File: config.mk
export PLATFORM = sky130hd
export DESIGN_NAME = chenc_ram
export DESIGN_NICKNAME = d
export VERILOG_FILES = /design/src/hdl/chenc_ram.sv
export SDC_FILE = /design/constraint.sdc
export NUM_CORES = 1
export LEC_CHECK = 0
export BUFFER_PORTS_ARGS = -buffer_cell sky130_fd_sc_hd__buf_2
export CORE_ASPECT_RATIO = 1.5
export CORE_MARGIN = 3
export CORE_UTILIZATION = 45
export CTS_CLUSTER_DIAMETER = 120
export DETAILED_ROUTE_END_ITERATION = 6
export PLACE_DENSITY = 0.59
export SYNTH_ARGS = -nofsm -noshare
export SYNTH_HDL_FRONTEND = slang
export SYNTH_SLANG_ARGS = --single-unit
export TNS_END_PERCENT = 50
File: constraint.sdc
create_clock -name clock -period 2.1 [get_ports clock]
set_clock_uncertainty 0.2 [all_clocks]
set_input_delay 0 -clock clock [delete_from_list [all_inputs] [get_ports clock]]
set_output_delay 0 -clock clock [all_outputs]
set_load 0.02 [all_outputs]
File: src/hdl/chenc_ram.sv
// Generic single-write, single-read RAM with registered read data.
`timescale 1ns / 1ps

module chenc_ram #(
   parameter int WIDTH = 8,
   parameter int DEPTH = 16
) (
   input  logic                     clock,
   input  logic                     wr_en,
   input  logic [$clog2(DEPTH)-1:0] wr_addr,
   input  logic [WIDTH-1:0]         wr_data,
   input  logic [$clog2(DEPTH)-1:0] rd_addr,
   output logic [WIDTH-1:0]         rd_data
);

   logic [WIDTH-1:0] mem [DEPTH];
   logic [WIDTH-1:0] rd_data_ff;

   always_ff @(posedge clock) begin
      if (wr_en) begin
         mem[wr_addr] <= wr_data;
      end
      rd_data_ff <= mem[rd_addr];
   end

   assign rd_data = rd_data_ff;

endmodule

; ---- After elaboration in Yosys (flattened, before gate mapping)
; Memory sizes are Yosys's and may differ from the RTL's. A register that Yosys moved wholly into a read port is not among the register bits.
; Cells that the tools add are included.
[word_totals]
ff_bits = 0
latch_bits = 0
ram_bits = 128
mem_bits_ro = 0
inputBits = 18
output_inout_bits = 8
mem_count = 1
[memory_table]
columns = name, depth, word_bits, rd, rd_ports_with_merged_regs, write_ports, line
row1 = mem, 16, 8, 1, 1, 1, 16  ; logic [WIDTH-1:0] mem [DEPTH];
[classes]
add_sub_neg = 0
multipliers = 0
n_div = 0
n_lt_le_gt_ge = 0
eq_ne = 0
n_shift = 0
n_mux = 2
bitwise_logic = 0
reduce_logical = 0
[ops]
columns = cell, n
row1 = 1-bit 2-to-1 mux, 2

; ---- Longest topological paths before layout
[logic_depth]
depth_word = 2
ltp_mapped = 5
depth_no_buf = 3

; ---- Worst setup path after synthesis
; Ideal clock, no wire load.
[synth_path]
path_type = input to register
from = in wr_addr[2]
to = mem mem[0][0], enable pin
setup_time_ps = 383
t_arrival_ps = 1110
required_time_ps = 1517
setup_slack_ps = 407
stages = 2
path_cell_list = or3b_2 nor3_1
[synth_lines]
columns = element, line
row1 = from (decl), 10  ; input logic [$clog2(DEPTH)-1:0] wr_addr,
row2 = to (decl), 16
; No word-level cell before the write port.

; ---- Worst setup path after layout
[layout_path]
from = in wr_addr[2]
to = mem mem[6][6], enable pin
; No word-level cell before the write port.

==> impl_metrics.toml <==
[placed_design]
place_hpwl_mm = 6.61
io_buffers = 25
placed_area_um2 = 5550
place_inst = 411
place_congestion = 0.732

[setup_path]
path_class = "input pin to register"
worstRegToRegCells = 3
critPathCaptureType = "register"
worstReg2RegEnd = "rd_data[0]$_DFF_P_"
crit_buf_inv = 4
crit_family = "buffers and inverters"
cp_cell_sequence = "dlygate4sd3_1, buf_2, nand3b_1, dlygate4sd3_1, nor2_1, buf_4"
arrival_ns = 1.98
worstPathRequired_ns = 2.01
slowest_delay_ns = 0.60
timing.rr.start = "mem[1][0]$_DFFE_PP_"
cp_max_fo = 5
reg2reg_slack_ns = 0.52
startpoint_type = "input pin"
critPathSlowestCell = "dlygate4sd3_1"
crit_path_frequent_cell = "dlygate4sd3_1"

[grt]
antenna_found_initial = 0
first_global_vias = 2634
track_usage_pct = 17.4
grt_max_degree = 33
grt_overflow_total = 0
grt_pass1_wl_mm = 15.6

[cells_and_area]
antenna_cells = 0
instances_no_fill = 459
drive_above_1_share_pct = 30.4
fin_area_um2 = 6360
area_growth_pct = 23.6
fin_nets = 317

[sta]
finalCriticalPeriod_ns = 2.07
setup_viol = 0
hold_violations = 0
fmax_ghz = 0.484
fin_crit_sh_pct = 98.4
grt_setup_unrepaired = "yes"
worst_pin_slew_ns = 0.713
slew_headroom_pct = 52.3
slew_viol_final = 0

[routing]
drtIter0Drc = 151
routed_wl_mm = 10.0
vias = 2483
wl_per_cell_um = 21.8
antenna_left = 0
post-route-drc-count = 0
first_pass_iters = 4
vias_per_cell = 5.41

[pwr]
leakage_nw = 2.19
irDropWorstVdd_uv = 603
p_per_area_nw_per_um2 = 1040

[clock_network]
clockBufferDepth = 2
clock_latency_ns = 0.40
clk_pin_slew_ns = 0.05
htree_num_levels = 4
cts_tree = "done"
cts_made_buffers = 17
cts_root_buf = "clkbuf_16"
clock-sinks = 136

[synthesis]
ys_ff_latch = 136
yosys-top-cells-area = "edfxtp_1 (75%), mux4_2 (7.9%), mux4_1 (7.1%), dfxtp_1 (3.1%), a22oi_1 (2.3%)"
synth_top_area_share_pct = 74.7
synth_nets = 247
yosys_warnings = 0
ys_async_sr_fraction_pct = 0
yosysTopAreaCell = "edfxtp_1"
seq_area_frac_synth_pct = 77.8
netlist_area_um2 = 5150
yosys-top-cells-count = "edfxtp_1 (128), mux4_2 (18), a22oi_1 (16)"
synth.distinct_cells = 19
post-synth-top-count-cell = "edfxtp_1"
synth_edf_count = 128
netlist_instances = 229
avgSynthCellArea_um2 = 22.5
ys.flop_type = "edfxtp_1"

[run]
drv_cap = 0

[run_status]
outcome = "completed"

[floorplanning]
dieWidth_um = 93.3
io-pin-count = 26
fp.dieArea_um2 = 12800
coreArea_um2 = 11100
die_h_um = 137
initial_core_util_pct = 46.3
num_rows = 47

[hold_path]
hp-start = "wr_en"
hold_end = "mem[5][5]$_DFFE_PP_"
hp-class = "input pin to register"
min_path_cells = 4
## worst max path at each step
stage	startpoint	slack [ns]	depth (start not counted)	endpoint
after floorplan	wr_addr[2]	0.41	2	mem[0][0]$_DFFE_PP_
after global placement	rd_addr[0]	0.45	5	rd_data[2]$_DFF_P_
after detailed placement	rd_addr[0]	0.44	5	rd_data[0]$_DFF_P_
after CTS	wr_addr[2]	0.04	6	mem[6][6]$_DFFE_PP_
after global routing	wr_addr[2]	-0.09	6	mem[6][4]$_DFFE_PP_
final	wr_addr[2]	0.03	6	mem[6][6]$_DFFE_PP_
## cell families after synthesis
family	after synthesis	synth area share, %
compound gates	16	2.33
mux	32	15.0
simple gates	35	3.18
flops	136	77.8
buf+inv	10	1.68
## flip-flops by register name (all words and copies together) (netlist names)
signal and flops:
mem 128, rd_data 8
## layout by cell type (no fill, tap or decap), drive strengths merged
master / count
a22oi: 16
and2: 1
and2b: 1
buf: 45
bufinv: 5
clkbuf: 20
clkinv: 4
clkinvlp: 2
dfxtp: 8
dlygate4sd3: 16
edfxtp: 128
inv: 1
mux4: 32
nand2: 9
nand2b: 2
nand3: 1
nand3b: 2
nor2: 13
nor2b: 1
nor3: 4
or3b: 1
## through the flow
stage	hold WS [ns]	worst slack, ns	TNS, ns	power [mW]	utilization (%)
floorplan	-0.101	0.407	0	3.28	-
global placement	0.190	0.452	0	3.41	49.9
detailed placement	0.201	0.442	0	3.42	49.9
CTS	0.0288	0.0364	0	6.65	57.2
global route	0.0747	-0.0854	-0.645	6.81	57.2
finish	0.0493	0.0338	0	6.59	57.2
## power breakdown
part           switching, mW  total (mW)  internal (mW)  leakage [nW]
Clock                   1.05        3.22           2.17         0.316
Combinational          0.181       0.322          0.141         0.655
Sequential            0.0164        3.05           3.04          1.22
Total                   1.25        6.59           5.35          2.19
## worst register-to-register path: cells and delay by family, from the launching register on
family | cells | cell delay [ns]
AOI/OAI and AO/OA | 1 | 0.28
and+or+nand+nor | 1 | 0.11
muxes | 1 | 0.51
DFF | 1 | 0.35
## layout make-up
type,instances,area [um2]
Multi-Input combinational cell,83,1060
Clock buffer,20,457
Tap cell,147,184
Fill cell,824,4750
Clock inverter,12,198
Sequential cell,136,4000
Timing Repair Buffer,61,460
## layer usage
metal	vias up	part of all wire, %	GRT usage (%)
met5	-	0	0
met4	0	0.72	6.36
met3	2	2.4	4.40
met2	47	56	30.0
met1	1319	41	21.2
li1	1115	-	-
## what timing repair did
item / in CTS / in global routing
hold endpoints to repair: 172 / 0
resized for setup: 0 / 0
setup buffers: 0 / 0
endpoints found under the setup margin: 0 / 8
hold buffers: 16 / 0
(Power assumes the default switching activity.)
